===== src/hw/rtl/bresenham_line_pixel_stepper_top_defines.svh =====
// assertion macros used by the line stepper core
`ifndef BRESENHAM_LINE_PIXEL_STEPPER_TOP_DEFINES_SVH
`define BRESENHAM_LINE_PIXEL_STEPPER_TOP_DEFINES_SVH

// same-cycle implication, disabled while in reset
`define BLS_ASSERT_IMP(label, clk, rst, ante, cons, msg) \
  label: assert property (@(posedge clk) disable iff (rst) (ante) |-> (cons)) \
    else $error(msg);

// next-cycle implication, disabled while in reset
`define BLS_ASSERT_NXT(label, clk, rst, ante, cons, msg) \
  label: assert property (@(posedge clk) disable iff (rst) (ante) |=> (cons)) \
    else $error(msg);

`endif


===== src/hw/rtl/bls_pkg.sv =====
// types and constants for the line pixel stepper
`default_nettype none

package bls_pkg;

  localparam int unsigned COL_W   = 9;
  localparam int unsigned ROW_W   = 8;
  localparam int unsigned POS_W   = 9;
  localparam int unsigned ERR_W   = 11;
  localparam int unsigned COLOR_W = 16;
  localparam int unsigned ADDR_W  = 32;

  localparam logic [ADDR_W-1:0] FRAME_BASE_RESET = 32'hC800_0000;

  // action codes
  localparam logic ACT_LOAD = 1'b0;
  localparam logic ACT_STEP = 1'b1;

  // one input beat
  typedef struct packed {
    logic               action;
    logic [COL_W-1:0]   x_start;
    logic [COL_W-1:0]   x_end;
    logic [ROW_W-1:0]   y_start;
    logic [ROW_W-1:0]   y_end;
    logic [COLOR_W-1:0] stroke_color;
  } item_t;

  // one output beat
  typedef struct packed {
    logic [ADDR_W-1:0]  address;
    logic [COLOR_W-1:0] color;
    logic               last;
  } pixel_t;

  // core to output register
  typedef struct packed {
    logic   valid;
    pixel_t pixel;
  } emit_t;

endpackage

`default_nettype wire


===== src/hw/rtl/bls_in_stage.sv =====
// input register holding one accepted beat until the core takes it
`default_nettype none

module bls_in_stage (
  input  wire logic           clk,
  input  wire logic           rst,
  input  wire logic           item_valid,
  output logic                item_stall,
  input  wire bls_pkg::item_t item_in,
  input  wire logic           consume,
  output logic                held_valid,
  output bls_pkg::item_t      held_item
);

  logic accept;
  logic held_valid_next;

  // stall only while a beat sits here and the core cannot take it
  assign item_stall = held_valid && !consume;
  assign accept     = item_valid && !item_stall;

  always_comb begin
    held_valid_next = held_valid;
    if (accept) begin
      held_valid_next = 1'b1;
    end else if (consume) begin
      held_valid_next = 1'b0;
    end
  end

  // valid flag
  always_ff @(posedge clk) begin
    if (rst) begin
      held_valid <= 1'b0;
    end else begin
      held_valid <= held_valid_next;
    end
  end

  // payload
  always_ff @(posedge clk) begin
    if (accept) begin
      held_item <= item_in;
    end
  end

endmodule

`default_nettype wire


===== src/hw/rtl/bls_core.sv =====
// line state, load setup and one bresenham step per consumed step beat while a line is busy
`default_nettype none
`include "bresenham_line_pixel_stepper_top_defines.svh"

module bls_core #(
  parameter int unsigned ROW_SHIFT = 10
) (
  input  wire logic                        clk,
  input  wire logic                        rst,
  input  wire logic                        consume,
  input  wire bls_pkg::item_t              item,
  input  wire logic [bls_pkg::ADDR_W-1:0]  frame_base,
  output bls_pkg::emit_t                   emit
);

  localparam int unsigned PW = bls_pkg::POS_W;
  localparam int unsigned EW = bls_pkg::ERR_W;

  // line state
  logic                        busy, busy_next;
  logic                        steep, steep_next;
  logic [PW-1:0]               major_pos, major_pos_next;
  logic [PW-1:0]               major_end, major_end_next;
  logic [PW-1:0]               minor_pos, minor_pos_next;
  logic                        minor_down, minor_down_next;
  logic [PW-1:0]               major_delta, major_delta_next;
  logic [PW-1:0]               minor_delta, minor_delta_next;
  logic signed [EW-1:0]        error_term, error_term_next;
  logic [bls_pkg::COLOR_W-1:0] held_color, held_color_next;

  // load setup
  logic [PW-1:0] xs, xe, ys, ye, dx, dy;
  logic          ld_steep;
  logic [PW-1:0] a0, a1, b0, b1;

  // step
  logic [PW-1:0]                x_cur, y_cur;
  logic [bls_pkg::ADDR_W-1:0]   row_off, col_off;
  logic                         at_end;
  logic signed [EW-1:0]         err_sum;
  logic                         is_load, is_step;

  assign is_load = consume && (item.action == bls_pkg::ACT_LOAD);
  assign is_step = consume && (item.action == bls_pkg::ACT_STEP);

  // endpoint ordering along the major axis
  always_comb begin
    xs = item.x_start;
    xe = item.x_end;
    ys = {1'b0, item.y_start};
    ye = {1'b0, item.y_end};
    dx = (xs > xe) ? xs - xe : xe - xs;
    dy = (ys > ye) ? ys - ye : ye - ys;
    ld_steep = dy > dx;
    if (ld_steep) begin
      a0 = ys; a1 = ye; b0 = xs; b1 = xe;
    end else begin
      a0 = xs; a1 = xe; b0 = ys; b1 = ye;
    end
    if (a0 > a1) begin
      {a0, a1} = {a1, a0};
      {b0, b1} = {b1, b0};
    end
  end

  // pixel address and end test
  always_comb begin
    x_cur   = steep ? minor_pos : major_pos;
    y_cur   = steep ? major_pos : minor_pos;
    row_off = {{(bls_pkg::ADDR_W-PW){1'b0}}, y_cur} << ROW_SHIFT;
    col_off = {{(bls_pkg::ADDR_W-PW-1){1'b0}}, x_cur, 1'b0};
    at_end  = major_pos == major_end;
    err_sum = error_term + $signed({{(EW-PW){1'b0}}, minor_delta});
  end

  // result beat
  always_comb begin
    emit.valid         = is_step && busy;
    emit.pixel.address = frame_base + row_off + col_off;
    emit.pixel.color   = held_color;
    emit.pixel.last    = at_end;
  end

  // next state
  always_comb begin
    busy_next        = busy;
    steep_next       = steep;
    major_pos_next   = major_pos;
    major_end_next   = major_end;
    minor_pos_next   = minor_pos;
    minor_down_next  = minor_down;
    major_delta_next = major_delta;
    minor_delta_next = minor_delta;
    error_term_next  = error_term;
    held_color_next  = held_color;
    if (is_load) begin
      busy_next        = 1'b1;
      steep_next       = ld_steep;
      major_pos_next   = a0;
      major_end_next   = a1;
      minor_pos_next   = b0;
      minor_down_next  = b0 > b1;
      major_delta_next = a1 - a0;
      minor_delta_next = (b0 > b1) ? b0 - b1 : b1 - b0;
      error_term_next  = -$signed({{(EW-PW+1){1'b0}}, major_delta_next[PW-1:1]});
      held_color_next  = item.stroke_color;
    end else if (is_step && busy) begin
      if (at_end) begin
        busy_next = 1'b0;
      end else begin
        major_pos_next  = major_pos + 1'b1;
        error_term_next = err_sum;
        if (err_sum > 0) begin
          minor_pos_next  = minor_down ? minor_pos - 1'b1 : minor_pos + 1'b1;
          error_term_next = err_sum - $signed({{(EW-PW){1'b0}}, major_delta});
        end
      end
    end
  end

  // busy flag
  always_ff @(posedge clk) begin
    if (rst) begin
      busy <= 1'b0;
    end else begin
      busy <= busy_next;
    end
  end

  // line registers, only meaningful while busy
  always_ff @(posedge clk) begin
    steep       <= steep_next;
    major_pos   <= major_pos_next;
    major_end   <= major_end_next;
    minor_pos   <= minor_pos_next;
    minor_down  <= minor_down_next;
    major_delta <= major_delta_next;
    minor_delta <= minor_delta_next;
    error_term  <= error_term_next;
    held_color  <= held_color_next;
  end

  `BLS_ASSERT_NXT(a_load_busy, clk, rst, is_load, busy && (major_pos <= major_end),
    "load did not start a line")
  `BLS_ASSERT_IMP(a_major_bound, clk, rst, busy, major_pos <= major_end,
    "major coordinate passed the endpoint")
  `BLS_ASSERT_NXT(a_last_idle, clk, rst, emit.valid && emit.pixel.last, !busy,
    "line still busy after last pixel")
  `BLS_ASSERT_NXT(a_idle_step, clk, rst, is_step && !busy, !busy,
    "step while idle started a line")

endmodule

`default_nettype wire


===== src/hw/rtl/bls_out_stage.sv =====
// output register for pixel beats
`default_nettype none

module bls_out_stage (
  input  wire logic            clk,
  input  wire logic            rst,
  input  wire bls_pkg::emit_t  emit,
  output logic                 out_free,
  output logic                 pixel_valid,
  input  wire logic            pixel_stall,
  output bls_pkg::pixel_t      pixel
);

  // register may load when empty or being drained this cycle
  assign out_free = !pixel_valid || !pixel_stall;

  // valid flag
  always_ff @(posedge clk) begin
    if (rst) begin
      pixel_valid <= 1'b0;
    end else if (out_free) begin
      pixel_valid <= emit.valid;
    end
  end

  // payload
  always_ff @(posedge clk) begin
    if (out_free && emit.valid) begin
      pixel <= emit.pixel;
    end
  end

endmodule

`default_nettype wire


===== src/hw/rtl/bresenham_line_pixel_stepper_top.sv =====
// a step beat waits in the input register; its pixel is registered in the output register
// throughput: one beat per cycle, loads and steps alike, while the output drains
// the figure is set by the combinational error-term add, compare and subtract
// reset: rst synchronous; clears busy and both valid flags, frame_base to 0xC8000000
// reset needs no clearing pass
`default_nettype none

module bresenham_line_pixel_stepper_top #(
  parameter int unsigned ROW_SHIFT = 10
) (
  input  wire logic                           clk,
  input  wire logic                           rst,
  input  wire logic                           cfg_write,
  input  wire logic [bls_pkg::ADDR_W-1:0]     cfg_data,
  input  wire logic                           item_valid,
  output logic                                item_stall,
  input  wire logic                           action,
  input  wire logic [bls_pkg::COL_W-1:0]      x_start,
  input  wire logic [bls_pkg::COL_W-1:0]      x_end,
  input  wire logic [bls_pkg::ROW_W-1:0]      y_start,
  input  wire logic [bls_pkg::ROW_W-1:0]      y_end,
  input  wire logic [bls_pkg::COLOR_W-1:0]    stroke_color,
  output logic                                pixel_valid,
  input  wire logic                           pixel_stall,
  output logic [bls_pkg::ADDR_W-1:0]          pixel_address,
  output logic [bls_pkg::COLOR_W-1:0]         pixel_color,
  output logic                                last_pixel
);

  logic [bls_pkg::ADDR_W-1:0] frame_base;
  bls_pkg::item_t             item_in;
  bls_pkg::item_t             held_item;
  logic                       held_valid;
  logic                       out_free;
  logic                       consume;
  bls_pkg::emit_t             emit;
  bls_pkg::pixel_t            pixel;

  // frame base register
  always_ff @(posedge clk) begin
    if (rst) begin
      frame_base <= bls_pkg::FRAME_BASE_RESET;
    end else if (cfg_write) begin
      frame_base <= cfg_data;
    end
  end

  // pack input fields
  always_comb begin
    item_in.action       = action;
    item_in.x_start      = x_start;
    item_in.x_end        = x_end;
    item_in.y_start      = y_start;
    item_in.y_end        = y_end;
    item_in.stroke_color = stroke_color;
  end

  // held beat moves on when the output register can take its result
  assign consume = held_valid && out_free;

  bls_in_stage u_in (
    .clk        (clk),
    .rst        (rst),
    .item_valid (item_valid),
    .item_stall (item_stall),
    .item_in    (item_in),
    .consume    (consume),
    .held_valid (held_valid),
    .held_item  (held_item)
  );

  bls_core #(
    .ROW_SHIFT (ROW_SHIFT)
  ) u_core (
    .clk        (clk),
    .rst        (rst),
    .consume    (consume),
    .item       (held_item),
    .frame_base (frame_base),
    .emit       (emit)
  );

  bls_out_stage u_out (
    .clk         (clk),
    .rst         (rst),
    .emit        (emit),
    .out_free    (out_free),
    .pixel_valid (pixel_valid),
    .pixel_stall (pixel_stall),
    .pixel       (pixel)
  );

  // unpack output fields
  assign pixel_address = pixel.address;
  assign pixel_color   = pixel.color;
  assign last_pixel    = pixel.last;

endmodule

`default_nettype wire


===== config.mk =====
export PLATFORM = sky130hd
export DESIGN_NAME = bresenham_line_pixel_stepper_top
export DESIGN_NICKNAME = d
export VERILOG_FILES = /design/src/hw/rtl/bls_pkg.sv /design/src/hw/rtl/bls_in_stage.sv /design/src/hw/rtl/bls_core.sv /design/src/hw/rtl/bls_out_stage.sv /design/src/hw/rtl/bresenham_line_pixel_stepper_top.sv
export VERILOG_INCLUDE_DIRS = /design/src /design/src/hw/rtl
export SDC_FILE = /design/constraint.sdc
export NUM_CORES = 1
export LEC_CHECK = 0
export BUFFER_PORTS_ARGS = -buffer_cell sky130_fd_sc_hd__buf_4
export CAP_MARGIN = 25
export CORE_MARGIN = 2
export CORE_UTILIZATION = 35
export CTS_CLUSTER_DIAMETER = 50
export DETAILED_ROUTE_END_ITERATION = 8
export SETUP_SLACK_MARGIN = 0.15
export SYNTH_ARGS = -nofsm -noshare
export SYNTH_HDL_FRONTEND = slang
export SYNTH_SLANG_ARGS = --single-unit

===== constraint.sdc =====
create_clock -name clk -period 21.6 [get_ports clk]
set_input_delay 4.32 -clock clk [delete_from_list [all_inputs] [get_ports clk]]
set_output_delay 4.32 -clock clk [all_outputs]
set_load 0.01 [all_outputs]

# Word level (Yosys, flattened, before mapping)
# Cells that the tools add are included.
[totals]
reg_bits = 209
output_inout_bits = 51
[op_classes]
addsub = 15
magnitude_cmp = 6
eq_ne = 2
n_mux = 30
n_bitwise = 1
n_reduce_logical = 19
[op_table]
columns = ["op", "count"]
rows = [
  ["two-way mux 9 bit", 21],
  ["subtractor 9 bit", 5],
  ["two-way mux 11 bit", 4],
  ["greater-than comparator 9 bit", 4],
  ["adder 32 x 10 -> 32 bit", 1],
  ["adder 32 x 19 -> 32 bit", 1],
  ["adder 9 x 1 -> 9 bit (second input constant)", 2],
  ["subtractor 8 x 8 -> 9 bit", 2],
  ["adder 11 x 10 -> 11 bit", 1],
  ["greater-than comparator 11 x 1 -> 1 bit (second input constant)", 1],
  ["negator 8 -> 11 bit", 1],
  ["subtractor 11 x 10 -> 11 bit", 1],
  ["== test 9 bit", 1],
  ["subtractor 9 x 1 -> 9 bit (second input constant)", 1],
  ["greater-than comparator 8 bit", 1],
  ["nonzero test 2 bit", 4],
  ["logical AND 1 bit", 7],
  ["two-way mux 1 bit", 5],
  ["zero test 1 bit", 4],
  ["AND reduction 2 bit", 2],
  ["AND reduction 3 bit", 1],
  ["inequality test 2 bit (second input constant)", 1],
  ["logical OR 1 bit", 1],
  ["inverter 1 bit", 1],
]

# Logic depth before layout (Yosys ltp)
# Gate-level depths: netlist of run 1.
[logic_depth]
ltp_word = 9
mapped_depth = 57
mapped_depth_nobuf = 48

# Modules after synthesis
# From an unflattened synthesis of run 1, not the netlist that was laid out.
[unflattened]
hier_cells = 1311
area_unflattened_um2 = 13565.5
[modules_own_cells]
columns = ["mod", "n_inst", "cells_each", "area_per_inst_um2", "seq_area_each_um2"]
rows = [
  ["bls_core", 1, 1098, 9298.9, 2242.2],
  ["bls_in_stage", 1, 55, 1581.5, 1551.5],
  ["bls_out_stage", 1, 54, 1510.2, 1491.4],
  ["bresenham_line_pixel_stepper_top", 1, 104, 1174.9, 640.6],
]

# Least setup slack after synthesis of run 1
# OpenSTA, ideal clock, no wires.
[synth_path]
path_type = "flip-flop to flip-flop"
start = "register, netlist name u_in.held_item[33]"
end = "register u_core.minor_delta[8], data pin"
setup_ns = 0.265
t_arrival_ns = 10.447
required_ns = 21.335
path_slack_ns = 10.888
stages_incl_launch_ff = 56
path_buffers = 8
path_cell_list = "edfxtp_1 inv_1 ha_1 nor2b_1 o21ai_0 a21oi_1 o31a_1 o21a_1 o21ai_1 clkbuf_1 nand2_1 o221ai_1 a21oi_1 o21ai_0 a21oi_1 o21ai_0 xnor2_1 ha_1 [... 20 more ...] clkbuf_1 nor2_1 a21oi_1 mux2i_1 ha_1 nor2b_1 o21ai_0 a21oi_1 o31a_1 o21a_1 o21ai_1 mux2_2 nand2b_1 a21oi_1 o21ai_0 a221oi_1 o21ai_0 xor2_1"
[synth_between]
elab_chain_len = 8
word_cells_on_any_way = 16
[synth_rtl]
columns = ["item", "line_no", "rtl"]
rows = [
  ["subtractor 9 bit or greater-than comparator 9 bit (tied branches)", "bls_core.sv:52", "dx = (xs > xe) ? xs - xe : xe - xs;"],
  ["two-way mux 9 bit", "bls_core.sv:52", ""],
  ["greater-than comparator 9 bit", "bls_core.sv:54", "ld_steep = dy > dx;"],
  ["two-way mux 9 bit", "bls_core.sv:55", "if (ld_steep) begin"],
  ["greater-than comparator 9 bit", "bls_core.sv:60", "if (a0 > a1) begin"],
  ["two-way mux 9 bit", "bls_core.sv:60", ""],
  ["subtractor 9 bit or greater-than comparator 9 bit (tied branches)", "bls_core.sv:104", "minor_delta_next = (b0 > b1) ? b0 - b1 : b1 - b0;"],
  ["two-way mux 9 bit *", "bls_core.sv:104", ""],
  ["end signal: assignment", "bls_core.sv:138", "minor_delta <= minor_delta_next;"],
  ["end: declaration", "bls_core.sv:27", "logic [PW-1:0] minor_delta, minor_delta_next;"],
]
# Mark *: on every way between the ends. The rest lies on a longest branch, timed or not.
# A chain may end at the register's enable or synchronous reset.

# Worst setup path in the final report of run 1
[layout_path]
start = "register, netlist name u_in.held_item[33]"
end = "register u_core.minor_delta[8], data pin"
[layout_between]
elab_chain_len = 8
word_cells_on_any_way = 16
[layout_rtl]
columns = ["item", "line_no"]
rows = [
  ["subtractor 9 bit or greater-than comparator 9 bit (tied branches)", "bls_core.sv:52"],
  ["two-way mux 9 bit", "bls_core.sv:52"],
  ["greater-than comparator 9 bit", "bls_core.sv:54"],
  ["two-way mux 9 bit", "bls_core.sv:55"],
  ["greater-than comparator 9 bit", "bls_core.sv:60"],
  ["two-way mux 9 bit", "bls_core.sv:60"],
  ["subtractor 9 bit or greater-than comparator 9 bit (tied branches)", "bls_core.sv:104"],
  ["two-way mux 9 bit *", "bls_core.sv:104"],
]
# Marks and branches as above.

==> flow_summary.ini, run 1 <==
[status]
status = finished, final reports clean

[detailed_routing]
antenna_left = 0
dr.max_layer_used = met4
drtIter0Drc = 668
drt-total-wl_microns = 34220
drt-pass1-iter-count = 6
vias = 10130
wl_met1_microns = 15890
detail_route.vias_per_cell = 5.057
detail_route.wl_per_cell_microns = 17.08
wl_met3_microns = 1697
wl_met2_microns = 15670
route.detailed.drc = 0

[timing]
setup_violations = 0
slew_violations = 0
relSlewSlack_pct = 29.18
setup_tns_ns = 0
post-route-min-period_ns = 13.16
skew_ns = 0.01702
setup_slack_ns = 8.443
period_share_pct = 60.91
rsz0062_at_grt = false
hold_viol_final = 0
tightest_slew_ns = 1.055
fmax_ghz = 0.07601

[critical_path]
crit_path_max_fanout = 66
critPathSlowestCell = o21ai_1
crit_buf_inv = 2
crit_arrival_ns = 13.44
required_ns = 21.89
startpoint_type = flip-flop
path_class = reg -> reg
crit_top_cell = o21ai_0
slowest_delay_ns = 0.81
path_delay_family = compound AO/OA/AOI/OAI gates
endpoint_kind = flip-flop

[global_routing]
grt_pass1_wl_microns = 54280
antenna_found_initial = 0
grt_max_degree = 67
gr-total-overflow = 0
grt_use_total_pct = 16.67
grt_pass1_vias = 10003

[synth]
yosys_warnings = 0
synth-main-ff-cell = edfxtp_1
synth_top_family_by_area = compound AO/OA/AOI/OAI gates
muxShareOfSynthArea_pct = 7.112
synth-edff-count = 174
ys_types = 81
syn-cell-area_sq_mm = 0.01358
synth_compound_area_share_pct = 14.84
yosys_register_bits = 209
ys_seq_area_share_pct = 43.63
async_reset_ff_share_pct = 0
netlist_instances = 1333
synth_fa_ha_area_share_pct = 12.09
synthXorXnorAreaFrac_pct = 6.172
avgSynthCellArea_sq_um = 10.19
synth_nets = 1543
synth-simple-area-share_pct = 11.32

[layout]
syn_to_final_growth_pct = 17.90
mostFrequentLayoutCells = edfxtp_1, buf_4, inv_1, ha_1, nor2_1
post_route_cells_drive_above_1_share_pct = 16.09
diodes = 0
nets = 1675
utilization_pct = 41.63
mostFrequentLayoutCell = edfxtp_1

[floorplan]
die-area_sq_mm = 0.04040
start_util_pct = 35.31
die_w_microns = 201.0
io_pins = 139
core_sq_mm = 0.03847
fp-row-count = 72
die_h_microns = 201.0

[clock_network]
cts.sinks = 209
cts_buffer_depth = 3
clkLatencyLatePin_ns = 0.55
post-cts-setup-buffer-count = 0
cts_made_buffers = 26
clk_pin_slew_worst_paths_ns = 0.06
cts.htree.levels = 1
cts_tree = done
clock-root-buffer = clkbuf_16
ctsHoldBuffers = 0
ctsResizeCount = 0

[hold_path]
hold_class = reg -> reg

[place]
portBuffers = 138
place_congestion = 0.9153
dp_hpwl_microns = 26250
place_ws_ns = 8.643

[job]
maxCapViolCount = 0
-- through the flow --
stage / std cells / area (sq um) / hold WS [ns]
final: 2003 / 16010 / 0.4156
after global routing: 2003 / 16010 / 0.4212
after CTS: 2003 / 16010 / 0.4184
after detailed placement: 1955 / 15160 / 0.4045
after global placement: 1954 / 15140 / 0.4006
after floorplan: 1333 / 13580 / 0.4003
-- final cells by class --
type                    count  area (sq um)
clock inverters            16         161.4
multi-input cells         957          7007
clock buffers              32         694.4
fillers                  3756         22450
well taps                 518         648.1
repair buffers            145          1101
flip-flops and latches    209          5926
inverters                 126         475.5
-- Yosys cell counts, types with 13 or more instances --
cell type / number / area, sq um
edfxtp_1: 174 / 5225
inv_1: 125 / 469.2
ha_1: 112 / 1401
nor2_1: 109 / 409.1
a21oi_1: 107 / 535.5
nand2_1: 96 / 360.4
o21ai_0: 82 / 410.4
mux2i_1: 68 / 680.7
xnor2_1: 61 / 534.3
dfxtp_1: 35 / 700.7
xor2_1: 31 / 271.5
clkbuf_1: 29 / 108.9
nand3_1: 28 / 140.1
mux2_2: 24 / 270.3
a21o_1: 23 / 172.7
nor2b_1: 20 / 125.1
and3_1: 13 / 81.33
-- path summary, 6_finish.rpt --
path	from	end	slack, ns	depth (start not counted)
max reg2reg	u_in.held_item[33]	u_core.minor_delta[8]	8.44	46
min	u_core.held_color[12]	u_out.pixel[13]	0.42	0
min reg2reg	u_core.held_color[12]	u_out.pixel[13]	0.42	0
max	u_in.held_item[33]	u_core.minor_delta[8]	8.44	46
-- per-layer routing --
layer | global-route usage (%) | vias up
met4 | 4.947 | 0
met1 | 22.97 | 4771
li1 | - | 5047
met3 | 2.532 | 56
met5 | 0 | -
met2 | 27.08 | 256
-- state kept, by name (all words and copies together), names as in the netlist --
| signal | cells |
|---|---|
| u_core.minor_delta | 9 |
| u_core.major_pos | 9 |
| u_out.pixel_valid | 1 |
| u_core.major_end | 9 |
| u_core.held_color | 16 |
| u_core.steep | 1 |
| u_core.minor_pos | 9 |
| u_core.error_term | 11 |
| frame_base | 32 |
| u_core.busy | 1 |
| u_core.major_delta | 9 |
| u_out.pixel | 49 |
| u_core.minor_down | 1 |
| u_in.held_item | 51 |
| u_in.held_valid | 1 |
-- kinds of logic after synthesis --
family,count (synthesis)
flip-flops,209
AND/OR/NAND/NOR,325
XOR/XNOR,94
adder cells (fa/ha/maj),126
multiplexers,93
buffers and inverters,167
AO/OA/AOI/OAI,319
Power of run 1 is not shown: default switching activity piles up to over one toggle a cycle in this logic, so the estimate is an artifact.
==> run 2: changes to the inputs <==
Clock period 21.6 ns to 12.9 ns, I/O delays scaled along.
==> run 2 against run 1 <==
Via count grew 1.8%. Count of clock-buffer cells in the layout grew 4. Register-to-register slack lost 7.3 ns. Global-route usage grew 0.45 points. Wire length grew 2.1%. Worst hold slack lost 0.0023 ns. Worst setup slack lost 7.3 ns. Fmax grew 12%.
==> flow_summary.ini, run 2 (same netlist as run 1, synthesis figures left out) <==
[layout]
top_register = u_in.held_item
largestRegisters = u_in.held_item x51, u_out.pixel x49, frame_base x32
largest_reg_flops = 51
syn_to_final_growth_pct = 18.98
diodes = 0
mostFrequentLayoutCell = edfxtp_1
nets = 1681
fill_cells = 3680
post_route_cells_drive_above_1_share_pct = 16.95
mostFrequentLayoutCells = edfxtp_1, buf_4, inv_1, ha_1, nor2_1

[floorplan]
die_h_microns = 201.0
fp-row-count = 72
io_pins = 139
die_w_microns = 201.0
start_util_pct = 35.31
die-area_sq_mm = 0.04040
core_sq_mm = 0.03847

[global_routing]
gr-total-overflow = 0
antenna_found_initial = 0
grt_pass1_wl_microns = 56090
grt_pass1_vias = 10331
grt_max_degree = 77
grt_use_total_pct = 17.12

[clock_network]
ctsHoldBuffers = 0
cts.htree.levels = 1
clkLatencyLatePin_ns = 0.55
clk_pin_slew_worst_paths_ns = 0.06
cts_made_buffers = 28
post-cts-setup-buffer-count = 0
cts_buffer_depth = 3
clock-root-buffer = clkbuf_16
cts.sinks = 209
ctsResizeCount = 0
cts_tree = done

[timing]
skew_ns = 0.01227
slew_violations = 0
period_share_pct = 90.81
hold_viol_final = 0
relSlewSlack_pct = 37.47
rsz0062_at_grt = false
setup_violations = 0
setup_tns_ns = 0
setup_slack_ns = 1.186
post-route-min-period_ns = 11.71
tightest_slew_ns = 0.9380
fmax_ghz = 0.08536

[detailed_routing]
drt-pass1-iter-count = 5
drtIter0Drc = 762
route.detailed.drc = 0
detail_route.vias_per_cell = 5.128
detail_route.wl_per_cell_microns = 17.37
vias = 10312
antenna_left = 0
drt-total-wl_microns = 34930

[place]
dp_hpwl_microns = 26530
place_ws_ns = 1.152
portBuffers = 138
place_congestion = 0.9443

[status]
status = finished, final reports clean

[critical_path]
path_class = reg -> reg
crit_path_max_fanout = 52
required_ns = 13.18
path_delay_family = compound AO/OA/AOI/OAI gates
endpoint_kind = flip-flop
crit_buf_inv = 5
slowest_delay_ns = 0.57
crit_arrival_ns = 12.00
critPathSlowestCell = or4b_4
startpoint_type = flip-flop

[job]
maxCapViolCount = 0

[hold_path]
hold_class = reg -> reg
[run 2: changes by cell type in the layout (fill, tap and decap cells not counted), sizes merged]
cell	before	now
bufinv	2	1
buf	145	149
clkinvlp	4	1
clkbuf	32	36
clkinv	5	9
[run 2: cell type report]
class	instances	area (sq um)	share of cell area [%]
Multi-Input combinational cell	957	7010	43.38
Timing Repair Buffer	149	1131	7.000
Inverter	126	475.5	2.942
Clock buffer	36	825.8	5.110
Tap cell	518	648.1	4.011
Clock inverter	16	142.6	0.8827
Sequential cell	209	5926	36.67
[run 2: layer usage]
| metal | track usage [%] | routed length, microns | share of wire, % | vias to the layer above |
|---|---|---|---|---|
| met5 | 0 | 0 | 0 | - |
| met4 | 4.153 | 776 | 2.2 | 0 |
| met1 | 23.48 | 16210 | 46 | 4898 |
| met2 | 28.30 | 16060 | 46 | 296 |
| met3 | 2.695 | 1881 | 5.4 | 56 |
| li1 | - | - | - | 5062 |
[run 2: final timing paths]
check	start	to	slack, ns	cells after the start
worst min-delay path	u_in.held_item[1]	u_core.held_color[1]	0.41	0
worst max register to register	u_in.held_item[17]	u_core.minor_delta[8]	1.19	48
worst max-delay path	u_in.held_item[17]	u_core.minor_delta[8]	1.19	48
worst min register to register	u_in.held_item[1]	u_core.held_color[1]	0.41	0
[run 2: metrics by stage]
step / cells / cell area (sq um) / util (%) / hold slack [ns]
2_1_floorplan: 1333 / 13580 / - / 0.4003
3_3_place_gp: 1958 / 15170 / 39.43 / 0.4001
3_5_place_dp: 1959 / 15190 / 39.48 / 0.4045
4_1_cts: 2011 / 16160 / 42.00 / 0.4155
5_1_grt: 2011 / 16160 / 42.01 / 0.4220
6_report: 2011 / 16160 / 42.01 / 0.4133
Power of run 2 is left out for the same reason.
==> run 3: changes to the inputs <==
Settings changed: CORE_UTILIZATION 35 to 54, CTS_CLUSTER_SIZE set to 40, PLACE_DENSITY set to 0.74.
==> run 3 against run 2 <==
Count of clock-buffer cells in the layout shrank 5. Worst setup slack better by 0.24 ns. Die area shrank 35%. Cell count decreased by 9.5%. Non-clock buffer count decreased by 3. Cell area is 1.8% lower. Via count rose by 0.94%. Fmax up 2.1%. Sequential cell count is the same.
==> flow_summary.ini, run 3 (same netlist as run 1, synthesis figures left out) <==
[critical_path]
startpoint_type = flip-flop
slowest_delay_ns = 0.58
required_ns = 13.16
crit_arrival_ns = 11.73
critPathSlowestCell = or4b_4
endpoint_kind = flip-flop
crit_path_max_fanout = 66
r2r_slack_ns = 1.43
path_class = reg -> reg

[clock_network]
post-cts-setup-buffer-count = 0
clkLatencyLatePin_ns = 0.54
clk_pin_slew_worst_paths_ns = 0.06
clock-root-buffer = clkbuf_16
cts.sinks = 209
ctsHoldBuffers = 0
cts_buffer_depth = 3
cts_made_buffers = 28
cts_tree = done
cts.htree.levels = 1

[timing]
period_share_pct = 88.95
setup_slack_ns = 1.425
relSlewSlack_pct = 45.52
slew_violations = 0
tightest_slew_ns = 0.8152
fmax_ghz = 0.08715
setup_tns_ns = 0
hold_viol_final = 0
skew_ns = 0.03487
post-route-min-period_ns = 11.47
setup_violations = 0
rsz0062_at_grt = false

[global_routing]
antenna_found_initial = 0
gr-total-overflow = 0
grt_use_total_pct = 25.34
grt_pass1_wl_microns = 53270
grt_max_degree = 67
grt_pass1_vias = 10165

[layout]
post_route_cells_drive_above_1_share_pct = 16.59
fill_cells = 2066
mostFrequentLayoutCells = edfxtp_1, buf_4, inv_1, ha_1, nor2_1
diodes = 0
largestRegisters = u_in.held_item x51, u_out.pixel x49, frame_base x32
syn_to_final_growth_pct = 16.83
mostFrequentLayoutCell = edfxtp_1
largest_reg_flops = 51
top_register = u_in.held_item
nets = 1678

[floorplan]
core_sq_mm = 0.02496
die-area_sq_mm = 0.02644
fp-row-count = 58
die_h_microns = 162.6
start_util_pct = 54.41
die_w_microns = 162.6
io_pins = 139

[place]
place_congestion = 0.9318
portBuffers = 138
place_ws_ns = 1.211
dp_hpwl_microns = 25200

[detailed_routing]
drt-total-wl_microns = 33700
detail_route.vias_per_cell = 5.722
antenna_left = 0
drtIter0Drc = 778
route.detailed.drc = 0
vias = 10409
detail_route.wl_per_cell_microns = 18.52
drt-pass1-iter-count = 5

[status]
status = finished, final reports clean

[hold_path]
hold_class = reg -> reg

[job]
maxCapViolCount = 0
run 3: cell types whose count changed in the layout (fill, tap and decap cells not counted), moves of 2 or more:
| cell | previous run | this run |
|---|---|---|
| inv_4 | 3 | 1 |
| clkbuf_16 | 32 | 28 |
| clkinv_8 | 0 | 2 |
| buf_4 | 148 | 145 |
run 3: worst paths after layout:
check | startpoint | to | cells past startpoint
worst max-delay path | u_in.held_item[33] | u_core.minor_delta[8] | 49
worst min-delay path | u_core.held_color[0] | u_out.pixel[1] | 0
worst max register to register | u_in.held_item[33] | u_core.minor_delta[8] | 49
worst min register to register | u_core.held_color[0] | u_out.pixel[1] | 0
run 3: repair_timing:
action | in CTS | in global routing
gates resized for setup | 0 | 2
endpoints found under the setup margin | 0 | 1
endpoints found under the hold margin | 0 | 0
run 3: critical path, delay by kind of cell, from the launching register on:
family	cells	cell delay [ns]
AOI/OAI and AO/OA	24	4.06
and+or+nand+nor	9	2.19
adders and majority gates	5	1.78
muxes	4	1.29
buffers and inverters	5	0.96
DFF	1	0.49
xor gates and xnor gates	2	0.33
run 3: stage by stage:
stage	instance area, sq um	instances	utilization, %	hold WS (ns)
finish	15870	1819	63.56	0.4197
global route	15870	1819	63.56	0.4255
CTS	15840	1818	63.45	0.4198
detailed placement	14910	1767	59.72	0.4045
global placement	14910	1767	59.72	0.4007
floorplan	13580	1333	-	0.4003
run 3: cell type report:
class / count / area (sq um) / area share [%]
multi-input combinational: 957 / 7015 / 44.21
timing repair buffer: 146 / 1109 / 6.986
sequential: 209 / 5926 / 37.34
clock buffer: 31 / 711.9 / 4.487
clock inverter: 20 / 217.7 / 1.372
tap: 330 / 412.9 / 2.602
inverter: 126 / 475.5 / 2.996
run 3: layer usage:
metal / vias up / global-route usage [%] / part of all wire [%]
li1: 5050 / - / -
met1: 4962 / 33.97 / 44
met4: 0 / 8.608 / 3.0
met5: - / 0 / 0
met3: 65 / 2.878 / 5.2
met2: 332 / 43.00 / 48
Power of run 3 is left out for the same reason.
